===== config.mk =====
export PLATFORM = sky130hd
export DESIGN_NAME = crlu_ctrl
export DESIGN_NICKNAME = d
export VERILOG_FILES = /design/src/rtl/crlu_pkg.sv /design/src/rtl/crlu_ctrl.sv
export SDC_FILE = /design/constraint.sdc
export NUM_CORES = 1
export LEC_CHECK = 0
export BUFFER_PORTS_ARGS = -buffer_cell sky130_fd_sc_hd__buf_2
export CORE_MARGIN = 2
export CORE_UTILIZATION = 35
export CTS_BUF_LIST = sky130_fd_sc_hd__clkbuf_8
export DETAILED_ROUTE_END_ITERATION = 8
export PLACE_DENSITY = 0.71
export SLEW_MARGIN = 10
export SYNTH_ARGS = -nofsm -noshare
export SYNTH_HDL_FRONTEND = slang
export SYNTH_SLANG_ARGS = --single-unit
export TNS_END_PERCENT = 10

===== constraint.sdc =====
create_clock -name clk -period 3 [get_ports clk]
set_input_delay 0.15 -clock clk [delete_from_list [all_inputs] [get_ports clk]]
set_output_delay 0.15 -clock clk [all_outputs]
set_load 0.02 [all_outputs]

===== src/rtl/crlu_pkg.sv =====
`timescale 1ns / 1ps
// ----------------------------------------------------------------------------
// crlu_pkg
// Shared types, constants and the saturation helper of the Crout LU unit.
// ----------------------------------------------------------------------------
package crlu_pkg;

    localparam int DATA_W = 32;
    localparam int WIDE_W = 64;

    // Commands from the controller to the datapath
    typedef struct packed {
        logic run_init;   // clear flags, preset determinant
        logic mat_rd;     // read matrix store
        logic lu_rd;      // read lower and upper stores
        logic clear_acc;
        logic mul_go;
        logic mul_det;    // multiply determinant by lower entry
        logic acc_go;
        logic diff_go;    // take overflow of the difference
        logic l_wr;
        logic piv_load;
        logic div_go;
        logic u_wr;
        logic u_zero;     // write zero to upper store
        logic det_go;
        logic out_load;
        logic out_last;
    } cmd_t;

    typedef struct packed {
        logic piv_zero;
        logic div_done;
    } status_t;

    typedef struct packed {
        logic                ovf;
        logic [DATA_W-1:0]   val;
    } sat_t;

    function automatic sat_t sat32(input logic signed [WIDE_W-1:0] x);
        sat_t r;
        if (x > 64'sh0000_0000_7fff_ffff)
        begin
            r.ovf = 1'b1;
            r.val = 32'h7fff_ffff;
        end
        else if (x < -64'sh0000_0000_8000_0000)
        begin
            r.ovf = 1'b1;
            r.val = 32'h8000_0000;
        end
        else
        begin
            r.ovf = 1'b0;
            r.val = x[DATA_W-1:0];
        end
        return r;
    endfunction

endpackage


===== src/rtl/crlu_ctrl.sv =====
`timescale 1ns / 1ps
// ----------------------------------------------------------------------------
// crlu_ctrl
// Sequencer: load, Crout column/row sweep, determinant, result emission.
// ----------------------------------------------------------------------------
module crlu_ctrl #(
    parameter int MAX_ORDER = 4,
    parameter int IDX_W     = $clog2(MAX_ORDER),
    parameter int AW        = $clog2(MAX_ORDER * MAX_ORDER)
) (
    input  logic              clk,
    input  logic              rst_n,
    input  logic [2:0]        matrix_size,
    input  logic              start,
    output logic              in_stall,
    input  logic              out_stall,
    output logic              out_valid,
    output crlu_pkg::cmd_t    cmd,
    input  crlu_pkg::status_t status,
    output logic [AW-1:0]     mat_addr,
    output logic [AW-1:0]     l_raddr,
    output logic [AW-1:0]     u_raddr,
    output logic [AW-1:0]     wr_addr,
    output logic [IDX_W-1:0]  pos_row,
    output logic [IDX_W-1:0]  pos_col
);
    import crlu_pkg::*;

    localparam int CW = $clog2(MAX_ORDER + 1);

    localparam logic [3:0] S_LOAD  = 4'd0;
    localparam logic [3:0] S_ENTRY = 4'd1;
    localparam logic [3:0] S_RD    = 4'd2;
    localparam logic [3:0] S_MUL   = 4'd3;
    localparam logic [3:0] S_ACC   = 4'd4;
    localparam logic [3:0] S_DIFF  = 4'd5;
    localparam logic [3:0] S_DIV   = 4'd6;
    localparam logic [3:0] S_DRD   = 4'd7;
    localparam logic [3:0] S_DMUL  = 4'd8;
    localparam logic [3:0] S_DACC  = 4'd9;
    localparam logic [3:0] S_ERD   = 4'd10;
    localparam logic [3:0] S_EOUT  = 4'd11;
    localparam logic [3:0] S_EWAIT = 4'd12;

    logic [3:0]    state_reg, state_next;
    logic          phase_u_reg, phase_u_next;
    logic [CW-1:0] j_reg, j_next;
    logic [CW-1:0] i_reg, i_next;
    logic [CW-1:0] k_reg, k_next;
    logic          out_valid_reg, out_valid_next;

    logic [CW-1:0] n;
    logic [CW-1:0] a_idx;
    logic [CW-1:0] b_idx;
    logic          i_more;
    logic          k_more;

    function automatic logic [AW-1:0] addr_of(input logic [CW-1:0] r,
                                              input logic [CW-1:0] c);
        return AW'(r) * AW'(MAX_ORDER) + AW'(c);
    endfunction

    always_comb
    begin
        if (matrix_size == 3'd0)
            n = CW'(1);
        else if (32'(matrix_size) > MAX_ORDER)
            n = CW'(MAX_ORDER);
        else
            n = CW'(matrix_size);
    end

    // Lower phase works down column j, upper phase along row j
    assign a_idx  = phase_u_reg ? j_reg : i_reg;
    assign b_idx  = phase_u_reg ? i_reg : j_reg;
    assign i_more = (i_reg + CW'(1)) < n;
    assign k_more = (k_reg + CW'(1)) < n;

    assign mat_addr = addr_of(a_idx, b_idx);
    assign wr_addr  = addr_of(a_idx, b_idx);
    assign pos_row  = i_reg[IDX_W-1:0];
    assign pos_col  = k_reg[IDX_W-1:0];

    always_comb
    begin
        l_raddr = addr_of(a_idx, k_reg);
        u_raddr = addr_of(k_reg, b_idx);
        if (state_reg == S_DRD)
            l_raddr = addr_of(k_reg, k_reg);
        else if (state_reg == S_ERD)
        begin
            l_raddr = addr_of(i_reg, k_reg);
            u_raddr = addr_of(i_reg, k_reg);
        end
    end

    always_comb
    begin
        state_next     = state_reg;
        phase_u_next   = phase_u_reg;
        j_next         = j_reg;
        i_next         = i_reg;
        k_next         = k_reg;
        out_valid_next = out_valid_reg;
        cmd            = '0;

        case (state_reg)
            S_LOAD:
            begin
                if (start)
                begin
                    cmd.run_init = 1'b1;
                    phase_u_next = 1'b0;
                    j_next       = '0;
                    i_next       = '0;
                    state_next   = S_ENTRY;
                end
            end
            S_ENTRY:
            begin
                cmd.mat_rd    = 1'b1;
                cmd.clear_acc = 1'b1;
                k_next        = '0;
                state_next    = (j_reg == '0) ? S_DIFF : S_RD;
            end
            S_RD:
            begin
                cmd.lu_rd  = 1'b1;
                state_next = S_MUL;
            end
            S_MUL:
            begin
                cmd.mul_go = 1'b1;
                state_next = S_ACC;
            end
            S_ACC:
            begin
                cmd.acc_go = 1'b1;
                k_next     = k_reg + CW'(1);
                state_next = ((k_reg + CW'(1)) == j_reg) ? S_DIFF : S_RD;
            end
            S_DIFF:
            begin
                cmd.diff_go = 1'b1;
                if (!phase_u_reg)
                begin
                    cmd.l_wr     = 1'b1;
                    cmd.piv_load = (i_reg == j_reg);
                    if (i_more)
                    begin
                        i_next     = i_reg + CW'(1);
                        state_next = S_ENTRY;
                    end
                    else if ((j_reg + CW'(1)) < n)
                    begin
                        phase_u_next = 1'b1;
                        i_next       = j_reg + CW'(1);
                        state_next   = S_ENTRY;
                    end
                    else
                    begin
                        k_next     = '0;
                        state_next = S_DRD;
                    end
                end
                else if (status.piv_zero)
                begin
                    cmd.u_wr   = 1'b1;
                    cmd.u_zero = 1'b1;
                    state_next = S_ENTRY;
                    if (i_more)
                        i_next = i_reg + CW'(1);
                    else
                    begin
                        j_next       = j_reg + CW'(1);
                        i_next       = j_reg + CW'(1);
                        phase_u_next = 1'b0;
                    end
                end
                else
                begin
                    cmd.div_go = 1'b1;
                    state_next = S_DIV;
                end
            end
            S_DIV:
            begin
                if (status.div_done)
                begin
                    cmd.u_wr   = 1'b1;
                    state_next = S_ENTRY;
                    if (i_more)
                        i_next = i_reg + CW'(1);
                    else
                    begin
                        j_next       = j_reg + CW'(1);
                        i_next       = j_reg + CW'(1);
                        phase_u_next = 1'b0;
                    end
                end
            end
            S_DRD:
            begin
                cmd.lu_rd  = 1'b1;
                state_next = S_DMUL;
            end
            S_DMUL:
            begin
                cmd.mul_go  = 1'b1;
                cmd.mul_det = 1'b1;
                state_next  = S_DACC;
            end
            S_DACC:
            begin
                cmd.det_go = 1'b1;
                if (k_more)
                begin
                    k_next     = k_reg + CW'(1);
                    state_next = S_DRD;
                end
                else
                begin
                    i_next     = '0;
                    k_next     = '0;
                    state_next = S_ERD;
                end
            end
            S_ERD:
            begin
                cmd.lu_rd  = 1'b1;
                state_next = S_EOUT;
            end
            S_EOUT:
            begin
                cmd.out_load   = 1'b1;
                cmd.out_last   = !i_more && !k_more;
                out_valid_next = 1'b1;
                state_next     = S_EWAIT;
            end
            S_EWAIT:
            begin
                // Hold the result until the transaction completes
                if (!out_stall)
                begin
                    out_valid_next = 1'b0;
                    if (k_more)
                    begin
                        k_next     = k_reg + CW'(1);
                        state_next = S_ERD;
                    end
                    else if (i_more)
                    begin
                        i_next     = i_reg + CW'(1);
                        k_next     = '0;
                        state_next = S_ERD;
                    end
                    else
                        state_next = S_LOAD;
                end
            end
            default:
            begin
                state_next     = S_LOAD;
                out_valid_next = 1'b0;
            end
        endcase
    end

    always_ff @(posedge clk or negedge rst_n)
    begin
        if (!rst_n)
        begin
            state_reg     <= S_LOAD;
            phase_u_reg   <= 1'b0;
            j_reg         <= '0;
            i_reg         <= '0;
            k_reg         <= '0;
            out_valid_reg <= 1'b0;
        end
        else
        begin
            state_reg     <= state_next;
            phase_u_reg   <= phase_u_next;
            j_reg         <= j_next;
            i_reg         <= i_next;
            k_reg         <= k_next;
            out_valid_reg <= out_valid_next;
        end
    end

    assign in_stall  = (state_reg != S_LOAD);
    assign out_valid = out_valid_reg;

endmodule

-- After elaboration in Yosys (flattened, before gate mapping)
Index checks and enable logic that the tools add are counted.
- register bits after elaboration: 15
- input bits: 9
- output and inout port bits: 38
- logic and storage cells: 141
- add/subtract/negate cells: 8
- order comparisons: 4
- equality and inequality tests: 29
- muxes and demuxes: 74
- bitwise operators: 1
- reduce and logical (&&, ||, !) cells: 19
- operators by type and width (operator ; count):
    3-bit two-way mux ; 30
    4-bit two-way mux ; 13
    4-bit case mux with 13 select lines ; 1
    3-bit case mux with 5 select lines ; 2
    2-bit != test (second input constant) ; 12
    4-bit by 3-bit adder with 4-bit output ; 5
    4-bit equality test (second input constant) ; 5
    1-bit two-way mux ; 20
    4-bit by 3-bit equality test with 1-bit output (second input constant) ; 4
    11-bit OR reduction ; 1
    5-bit nonzero test ; 2
    3-bit by 1-bit adder with 3-bit output (second input constant) ; 3
    3-bit < comparator ; 3
    3-bit case mux with 3 select lines ; 1
    9-bit AND reduction ; 1
    4-bit by 2-bit equality test with 1-bit output (second input constant) ; 2
    2-bit two-way mux ; 4
    3-bit equality test ; 2
    3-bit logical NOT ; 2
    3-bit != test (second input constant) ; 2
    1-bit case mux with 3 select lines ; 2
    6-bit AND reduction ; 1
    5-bit AND reduction ; 1
    4-bit by 1-bit equality test with 1-bit output (second input constant) ; 1
    14 further kinds ; 15

-- Logic depth before layout (Yosys ltp)
Gate-level depths: netlist (run 1).
- depth in word-level cells: 8
- depth in mapped cells: 10
- mapped depth without buffers: 9

-- Worst setup path before layout (run 1)
Ideal clock, no wire load.
- kind: reg-to-reg
- start: register i_reg[0]
- end: register i_reg[0]
- library setup time: 0.125 ns
- arrival time: 2.753 ns
- data required time: 2.875 ns
- slack: 0.122 ns
- stages on the path, launching flop included: 10
- buffers on the path: 0
- period minus slack after synthesis: 2.878 ns
- path through: dfrtp_1 -> ha_1 -> xor2_1 -> ha_1 -> or4b_1 -> o221ai_4 -> a2111o_2 -> nand2_2 -> or4_4 -> mux2_4
- longest elaborated chain between the ends: 6
- elaborated cells on any way between the ends: 14
- those cells by class: add/sub (1); order compare (1); eq/ne (2); mux (9); reduce/logical (1)
- ends and longest elaborated chain (element ; line ; RTL):
    start: declaration ; crlu_ctrl.sv:48 ; logic [CW-1:0] i_reg, i_next;
    start signal: assignment ; crlu_ctrl.sv:285 ; i_reg <= i_next;
    3-bit by 1-bit adder with 3-bit output (*) ; n/a ;
    3-bit < comparator ; crlu_ctrl.sv:76 ; assign i_more = (i_reg + CW'(1)) < n;
    3-bit two-way mux ; crlu_ctrl.sv:171, crlu_ctrl.sv:192 ;
    3-bit two-way mux ; crlu_ctrl.sv:166 ; else if (status.piv_zero)
    3-bit two-way mux ; crlu_ctrl.sv:145 ; if (!phase_u_reg)
    3-bit case mux with 5 select lines ; crlu_ctrl.sv:107 ; case (state_reg)
Mark *: on every way between the ends. The rest lies on a longest branch, timed or not. The select of a mux whose other input is x is not followed.
A chain may end at the register's enable or synchronous reset.

-- Worst setup path after layout (run 1)
- start: register i_reg[0]
- end: register i_reg[1]
The elaborated chain is that of the path after synthesis.

==> impl_metrics.ini, run 1 <==
[die]
rows = 26
core-area_um2 = 5110
die_x_um = 76.8
die_y_um = 76.8
start_util_pct = 36.3
io_pins = 47
dieArea_um2 = 5890

[flow_run]
max-cap-violations = 0

[worst_setup_path]
critPathArrivalTime_ns = 3.06
cp_data_required_time_ns = 3.14
worstSetupPathType = flip-flop to flip-flop
slowest_stage = or4_4
crit_chain = ha_1 > xor2_1 > ha_2 > or3b_1 > o221ai_4 > a2111o_2 > nand2_2 > or4_4 > mux2_4
crit_buf_inv = 0
ff2ff_setup_slack_ns = 0.08
endpoint_kind = flip-flop
crit_fanout = 7
critPathMaxStageDelay_ns = 0.58
cp-start-kind = flip-flop
path_delay_family = simple AND/OR/NAND/NOR gates

[detailed_routing]
drc = 0
avgRoutedWirePerCell_um = 14.4
antenna_left = 0
drt_iter0_drc = 102
viasPerCell = 5.28
routed-via-count = 1833
dr.pass1.iters = 4
routed_wl_um = 5010

[clock_tree]
clock-root-buffer = clkbuf_8
cts_buffer_depth = 2
cts_buffers = 3
cts.sinks = 15
cts_tree = done
clk_latency_ns = 0.26
cts.reportedPaths.clkPinSlew_ns = 0.07
htree_levels = 1

[global_route]
grt_pass1_wl_um = 8250
grt_pass1_vias = 1699
grt_max_degree = 18
antenna_found_initial = 0
grt_overflow = 0
grt_util_all_layers_pct = 17.1

[synthesis]
synth_cells = 238
synth-seq-area-share_pct = 20.3
ys_types = 51
yosysWarnings = 0
netlist_area_um2 = 1850
ys_ff_latch = 15
syn_avg_cell_area_um2 = 7.79
synth_top_area_cell = dfrtp_1
yosysTopAreaCellShare_pct = 20.3
synth_area_leaders = dfrtp_1 20%, ha_1 8.1%, nand2_1 5.5%
synthesis.nets = 259

[sta]
max_freq_mhz = 343
setup_viol_count_final = 0
min_period_ns = 2.92
skew_ns = 0.00590
rsz0062_at_grt = false
worst_slew_pin_slew_ns = 0.761
drv_slew = 0
worst_hold_slack_ns = 0.155
fin_tns_setup_ns = 0
final-hold-violation-count = 0
finalCritPeriodShare_pct = 97.2
relSlewSlack_pct = 48.6

[placed_design]
dp_cells = 338
place.gp.congestion = 0.935
place_area_um2 = 2090
dpl.hpwl_um = 3890
portBuffers = 46

[cells_and_area]
layout.nets = 299
antenna_cells = 0
largest_register_ff_count = 4
stdcell_area_um2 = 2170
syn_to_final_growth_pct = 17.4
fillers = 536
layout-drive-gt1-share_pct = 31.0
final_cells = 347

[pwr]
p_leak_nw = 1.11
ir_worst_vdd_v = 0.000369
p_total_mw = 1.76
power.density_nw_per_um2 = 809

[status]
outcome = completed

[worst_hold_path]
hp-class = input port to flip-flop
final cells by class:
type | instances | area (µm²) | area share (%)
flip-flops and latches | 15 | 375 | 17.3
inverters | 11 | 41.3 | 1.90
multi-input cells | 188 | 1290 | 59.6
clock inverters | 1 | 3.75 | 0.173
well taps | 70 | 87.6 | 4.03
clock buffers | 3 | 41.3 | 1.90
repair buffers | 59 | 330 | 15.2
where the power goes:
group	internal, mW	total (mW)	switching (mW)	leakage [nW]
Sequential	0.250	0.351	0.101	0.198
Clock	0.0912	0.173	0.0818	0.0269
Combinational	0.502	1.24	0.734	0.881
Total	0.843	1.76	0.917	1.11
worst register-to-register path, stage by stage (launching register included):
cell and delay, ns:
dfrtp_1 0.38, ha_1 0.20, xor2_1 0.17, ha_2 0.22, or3b_1 0.40, o221ai_4 0.29, a2111o_2 0.17, nand2_2 0.07
or4_4 0.58, mux2_4 0.32
cells in the final DEF, fill, tap and decap left out, types with 2 or more instances in the layout:
cell type  count
clkbuf_8       3
and2b_2        4
nand3_1        3
nor2_1        26
nand2b_1       5
mux2_4         3
o311ai_0       2
o2bb2ai_1      2
a21oi_1       13
xnor2_1        9
buf_4         12
inv_1         12
mux2i_1        4
or3b_2         3
nand2_1       27
o32ai_1        3
o21ai_0       12
xor2_1         6
a21boi_0       3
a31oi_1        6
ha_1          11
and2_1         4
dfrtp_1       15
buf_2         46
nor2b_1        5
mux2_2         6
nor3_1         8
final timing paths:
kind | from | endpoint | cells after the start
setup reg to reg | i_reg[0] | i_reg[1] | 9
max in group asynchronous | rst_n | j_reg[2] | 2
hold reg to reg | out_valid | out_valid | 2
min in group asynchronous | rst_n | state_reg[2] | 2
hold / removal | status[0] | state_reg[1] | 2
setup / recovery | i_reg[0] | i_reg[1] | 9
Yosys cell counts (all sizes together):
master	count
nor2b	5
a2111o	1
and3	1
a211oi	1
o311ai	2
a21oi	13
ha	12
o22ai	1
nand3	3
and2	5
or2b	1
and4	1
or4	1
or4bb	1
xor2	6
nand4b	1
a311oi	1
a31oi	6
a221o	1
nand2	28
buf	15
mux2	9
nand2b	5
a21o	2
a2111oi	1
and2b	4
nor2	26
xnor2	9
or3b	4
o2bb2ai	2
o221ai	2
o32ai	3
dfrtp	15
o21ai	12
o22a	1
or4b	1
clkbuf	9
or3	1
a21boi	3
nor3	8
inv	11
mux2i	4
repair_timing:
item,in CTS,in global routing
gates resized for setup,0,1
endpoints found under the hold margin,15,0
setup endpoints to repair,0,3
setup buffers,0,4
hold buffers,1,0
cell families after synthesis:
family	count (synthesis)	synth area share (%)
AO/OA/AOI/OAI	52	19.4
XOR/XNOR	15	7.09
adder cells (fa/ha/maj)	12	8.10
buffers and inverters	35	9.99
flip-flops	15	20.3
multiplexers	13	8.24
AND/OR/NAND/NOR	96	26.9
stage by stage:
step / utilization [%] / setup slack (ns)
after floorplan: - / 0.122
after global placement: 40.9 / 0.160
after detailed placement: 40.9 / 0.0848
after CTS: 41.9 / 0.0697
after global routing: 42.6 / 0.0105
final: 42.6 / 0.0831
per-layer routing:
layer / GRT usage [%] / part of all wire [%] / wire length (µm) / vias up
met2: 27.2 / 45 / 2240 / 87
met3: 2.12 / 8.5 / 424 / 5
met5: 0 / 0 / 0 / -
met4: 4.91 / 1.3 / 63 / 0
li1: - / - / - / 899
met1: 24.2 / 46 / 2280 / 842
Power figures use the tool's default switching activity.
==> inputs of run 2 (changes only) <==
==> constraint.sdc (replaced) <==
create_clock -name clk -period 3 [get_ports clk]
set_input_delay 0.3 -clock clk [delete_from_list [all_inputs] [get_ports clk]]
set_output_delay 0.3 -clock clk [all_outputs]
set_load 0.02 [all_outputs]
==> impl_metrics.ini, run 2 (synthesis gave the netlist of run 1 again) <==
[status]
outcome = completed

[worst_setup_path]
timing.rr.start = i_reg[0]
crit_fanout = 4
worstSetupPathType = flip-flop to flip-flop
slowest_stage = or4_4
ff2ff_path_depth = 9
crit_chain = ha_1 > xor2_1 > ha_1 > or4b_1 > o221ai_4 > a2111o_2 > nand2_2 > or4_4 > mux2_4
crit_buf_inv = 0
cp_data_required_time_ns = 3.14
cp-start-kind = flip-flop
regToRegEndpoint = i_reg[0]
crit_top_cell = ha_1
path_delay_family = simple AND/OR/NAND/NOR gates
endpoint = i_reg[0]
ff2ff_setup_slack_ns = 0.13
crit_start = i_reg[0]
critPathMaxStageDelay_ns = 0.57
critPathArrivalTime_ns = 3.01
worstSetupPathDepth = 9
endpoint_kind = flip-flop

[sta]
drv_slew = 0
fin_tns_setup_ns = 0
worst_slew_pin_slew_ns = 0.761
min_period_ns = 2.87
skew_ns = 0.00342
rsz0062_at_grt = false
setup_viol_count_final = 0
final-hold-violation-count = 0
finalCritPeriodShare_pct = 95.7
relSlewSlack_pct = 48.6
max_freq_mhz = 348

[detailed_routing]
routed_wl_um = 4960
dr.pass1.iters = 4
drc = 0
viasPerCell = 5.20
routed-via-count = 1805
antenna_left = 0
avgRoutedWirePerCell_um = 14.3
drt_iter0_drc = 99

[clock_tree]
cts_tree = done
cts.reportedPaths.clkPinSlew_ns = 0.07
cts_buffer_depth = 2
clock-root-buffer = clkbuf_8
ctsResizeCount = 0
cts.sinks = 15
clk_latency_ns = 0.26
cts_buffers = 3
htree_levels = 1

[die]
io_pins = 47
dieArea_um2 = 5890
die_y_um = 76.8
rows = 26
start_util_pct = 36.3
core-area_um2 = 5110
die_x_um = 76.8

[worst_hold_path]
hp-class = input port to flip-flop

[global_route]
met3_usage_pct = 1.65
antenna_found_initial = 0
globalRouteMet1Util_pct = 24.3
grt.busiest_layer = met2
grt_max_degree = 18
grt_pass1_vias = 1691
grt_util_all_layers_pct = 16.9
grt_pass1_wl_um = 8290
grt_overflow = 0
gr-usage-met2_pct = 27.5

[cells_and_area]
final_core_util_pct = 42.5
layout-drive-gt1-share_pct = 30.7
syn_to_final_growth_pct = 17.2
layout.nets = 299
layout_common_cells = 46 x buf_2, 27 x nand2_1, 26 x nor2_1, 15 x dfrtp_1, 13 x a21oi_1
largest_register_ff_count = 4
antenna_cells = 0
final_common_cell = buf_2

[pwr]
ir_worst_vdd_v = 0.000442
power.density_nw_per_um2 = 808
p_leak_nw = 1.11

[placed_design]
portBuffers = 46
dpl.hpwl_um = 3880
place.gp.congestion = 0.972

[flow_run]
max-cap-violations = 0
## run 2: cell counts in the layout (fill, tap and decap cells not counted)
No cell type changed its count.
## run 2: where the power goes
group          internal, mW  switching [mW]
Sequential            0.250          0.0986
Clock                0.0911          0.0818
Combinational         0.502           0.732
Total                 0.843           0.912
## run 2: worst min path at each step
stage | from | endpoint | slack (ns) | cells after the start
after floorplan | rst_n | i_reg[0] | 0.004 | 0
after detailed placement | rst_n | j_reg[0] | 0.25 | 1
after global placement | rst_n | j_reg[0] | 0.23 | 1
final | status[0] | state_reg[1] | 0.33 | 2
after CTS | status[0] | state_reg[1] | 0.33 | 2
after global routing | status[0] | state_reg[1] | 0.36 | 2
## run 2: per-layer routing
metal,part of all wire [%],vias up
li1,-,897
met1,46,834
met2,46,69
met3,6.9,5
met4,0.97,0
met5,0,-
## run 2: per-stage QoR
stage	instances	hold WS, ns	setup slack, ns	cell area (µm²)	power, mW
floorplan	238	0.00441	0.122	1850	1.29
global placement	338	0.227	0.161	2090	1.55
detailed placement	338	0.252	0.0965	2090	1.56
CTS	343	0.334	0.0830	2140	1.74
global route	347	0.360	0.0249	2170	1.90
finish	347	0.332	0.129	2170	1.76
## run 2: area by class of cell
| cell class | count | area (µm²) |
|---|---|---|
| Sequential cell | 15 | 375 |
| Inverter | 11 | 41.3 |
| Timing Repair Buffer | 59 | 330 |
| Tap cell | 70 | 87.6 |
| Multi-Input combinational cell | 188 | 1290 |
| Clock inverter | 1 | 3.75 |
| Clock buffer | 3 | 41.3 |
| Fill cell | 532 | 2940 |
## run 2: repair_timing
item / CTS / global route
setup endpoints to repair: 0 / 3
setup buffers: 0 / 4
hold buffers: 1 / 0
hold endpoints to repair: 15 / 0
==> inputs of run 3 (changes only) <==
- CELL_PAD_IN_SITES_DETAIL_PLACEMENT: unset -> 1
- CELL_PAD_IN_SITES_GLOBAL_PLACEMENT: unset -> 1
- PLACE_DENSITY: 0.71 -> 0.89
- TNS_END_PERCENT: 10 -> 50
==> impl_metrics.ini, run 3 (synthesis gave the netlist of run 1 again) <==
[global_route]
grt.busiest_layer = met2
grt_overflow = 0
antenna_found_initial = 0
grt_max_degree = 24
grt_util_all_layers_pct = 19.0
globalRouteMet1Util_pct = 25.5
grt_pass1_vias = 1900
gr-usage-met2_pct = 34.1
grt_pass1_wl_um = 9330
met3_usage_pct = 1.65

[placed_design]
place.gp.congestion = 0.881
dp_cells = 337
pre_cts_slack_ns = 0.0712
dpl.hpwl_um = 4470
portBuffers = 46

[pwr]
ir_worst_vdd_v = 0.000530
p_clk_share_pct = 9.8
p_sw_mw = 0.933
p_total_mw = 1.76
power.density_nw_per_um2 = 819
p_comb_share_pct = 71.0
p_leak_nw = 1.09
switching_share_pct = 52.9
power_frac_seq_pct = 19.2
p_int_mw = 0.831

[detailed_routing]
routed_wl_um = 5640
drt_iter0_drc = 82
routed-via-count = 1844
dr.pass1.iters = 4
antenna_left = 0
viasPerCell = 5.36
avgRoutedWirePerCell_um = 16.4
drc = 0

[flow_run]
max-cap-violations = 0

[worst_setup_path]
cp-start-kind = flip-flop
worstSetupPathType = flip-flop to flip-flop
endpoint_kind = flip-flop
critPathArrivalTime_ns = 3.08
cp_data_required_time_ns = 3.14
crit_fanout = 7

[sta]
fin_ws_ns = 0.0587
fin_tns_setup_ns = 0
final-hold-violation-count = 0
drv_slew = 0
relSlewSlack_pct = 53.2
worst_slew_pin_slew_ns = 0.697
min_period_ns = 2.94
max_freq_mhz = 340
finalCritPeriodShare_pct = 98.0
skew_ns = 0.00219
setup_viol_count_final = 0

[cells_and_area]
layout-drive-gt1-share_pct = 30.3
layout_common_cells = 46 x buf_2, 27 x nand2_1, 26 x nor2_1, 15 x dfrtp_1, 13 x a21oi_1
antenna_cells = 0
largest_register_ff_count = 4
final_common_cell = buf_2
syn_to_final_growth_pct = 16.1
final_cells = 344
layout.nets = 296

[die]
core-area_um2 = 5110
start_util_pct = 36.3
dieArea_um2 = 5890
rows = 26
die_x_um = 76.8
io_pins = 47
die_y_um = 76.8

[clock_tree]
cts_buffers = 3
clock-root-buffer = clkbuf_8
cts_buffer_depth = 2
cts.sinks = 15
htree_levels = 1
cts.reportedPaths.clkPinSlew_ns = 0.07
cts_tree = done
clk_latency_ns = 0.26

[worst_hold_path]
hp-class = input port to flip-flop

[status]
outcome = completed
## run 3: path summary, 6_finish.rpt
path / from / endpoint / slack, ns / cells past startpoint
hold / removal: status[0] / state_reg[1] / 0.34 / 2
setup reg to reg: i_reg[0] / i_reg[2] / 0.06 / 9
max in group asynchronous: rst_n / k_reg[0] / 2.22 / 2
setup / recovery: i_reg[0] / i_reg[2] / 0.06 / 9
hold reg to reg: out_valid / out_valid / 0.52 / 2
min in group asynchronous: rst_n / out_valid / 0.49 / 2
## run 3: worst max-delay path, cell delays in order, from the launching register on
cell and delay (ns):
dfrtp_1 0.39, ha_1 0.21, xor2_1 0.18, ha_2 0.23
or3b_1 0.40, o221ai_4 0.29, a2111o_2 0.17, nand2_2 0.07
or4_4 0.58, mux2_4 0.32
## run 3: area by class of cell
class	count	area, µm²
fillers	665	2960
multi-input cells	188	1290
flip-flops and latches	15	375
repair buffers	56	308
well taps	70	87.6
clock buffers	3	41.3
inverters	11	41.3
clock inverters	1	3.75
## run 3: layer usage
layer	up-vias	wire, µm	share of wire [%]
met5	-	0	0
met4	0	21	0.37
met3	2	293	5.2
met2	61	2830	50
met1	884	2490	44
li1	897	-	-
## run 3: power groups by stage
stage	Clock, mW	Sequential, mW	Combinational, mW
finish	0.174	0.338	1.25
floorplan	0	0.303	0.982
CTS	0.177	0.338	1.25
global placement	0	0.336	1.21
detailed placement	0	0.342	1.24
global route	0.183	0.351	1.37
## run 3: what timing repair did
item                                   in CTS  in global routing
resized for setup                           0                  2
setup buffers                               0                  2
setup endpoints to repair                   0                  6
hold buffers                                1                  0
endpoints found under the hold margin      15                  0
## run 3: metrics by stage
| step | hold slack, ns | utilization [%] | area, µm² |
|---|---|---|---|
| floorplan | 0.00441 | - | 1850 |
| global placement | 0.234 | 40.7 | 2080 |
| detailed placement | 0.249 | 40.7 | 2080 |
| CTS | 0.336 | 41.8 | 2130 |
| global route | 0.357 | 42.1 | 2150 |
| finish | 0.345 | 42.1 | 2150 |
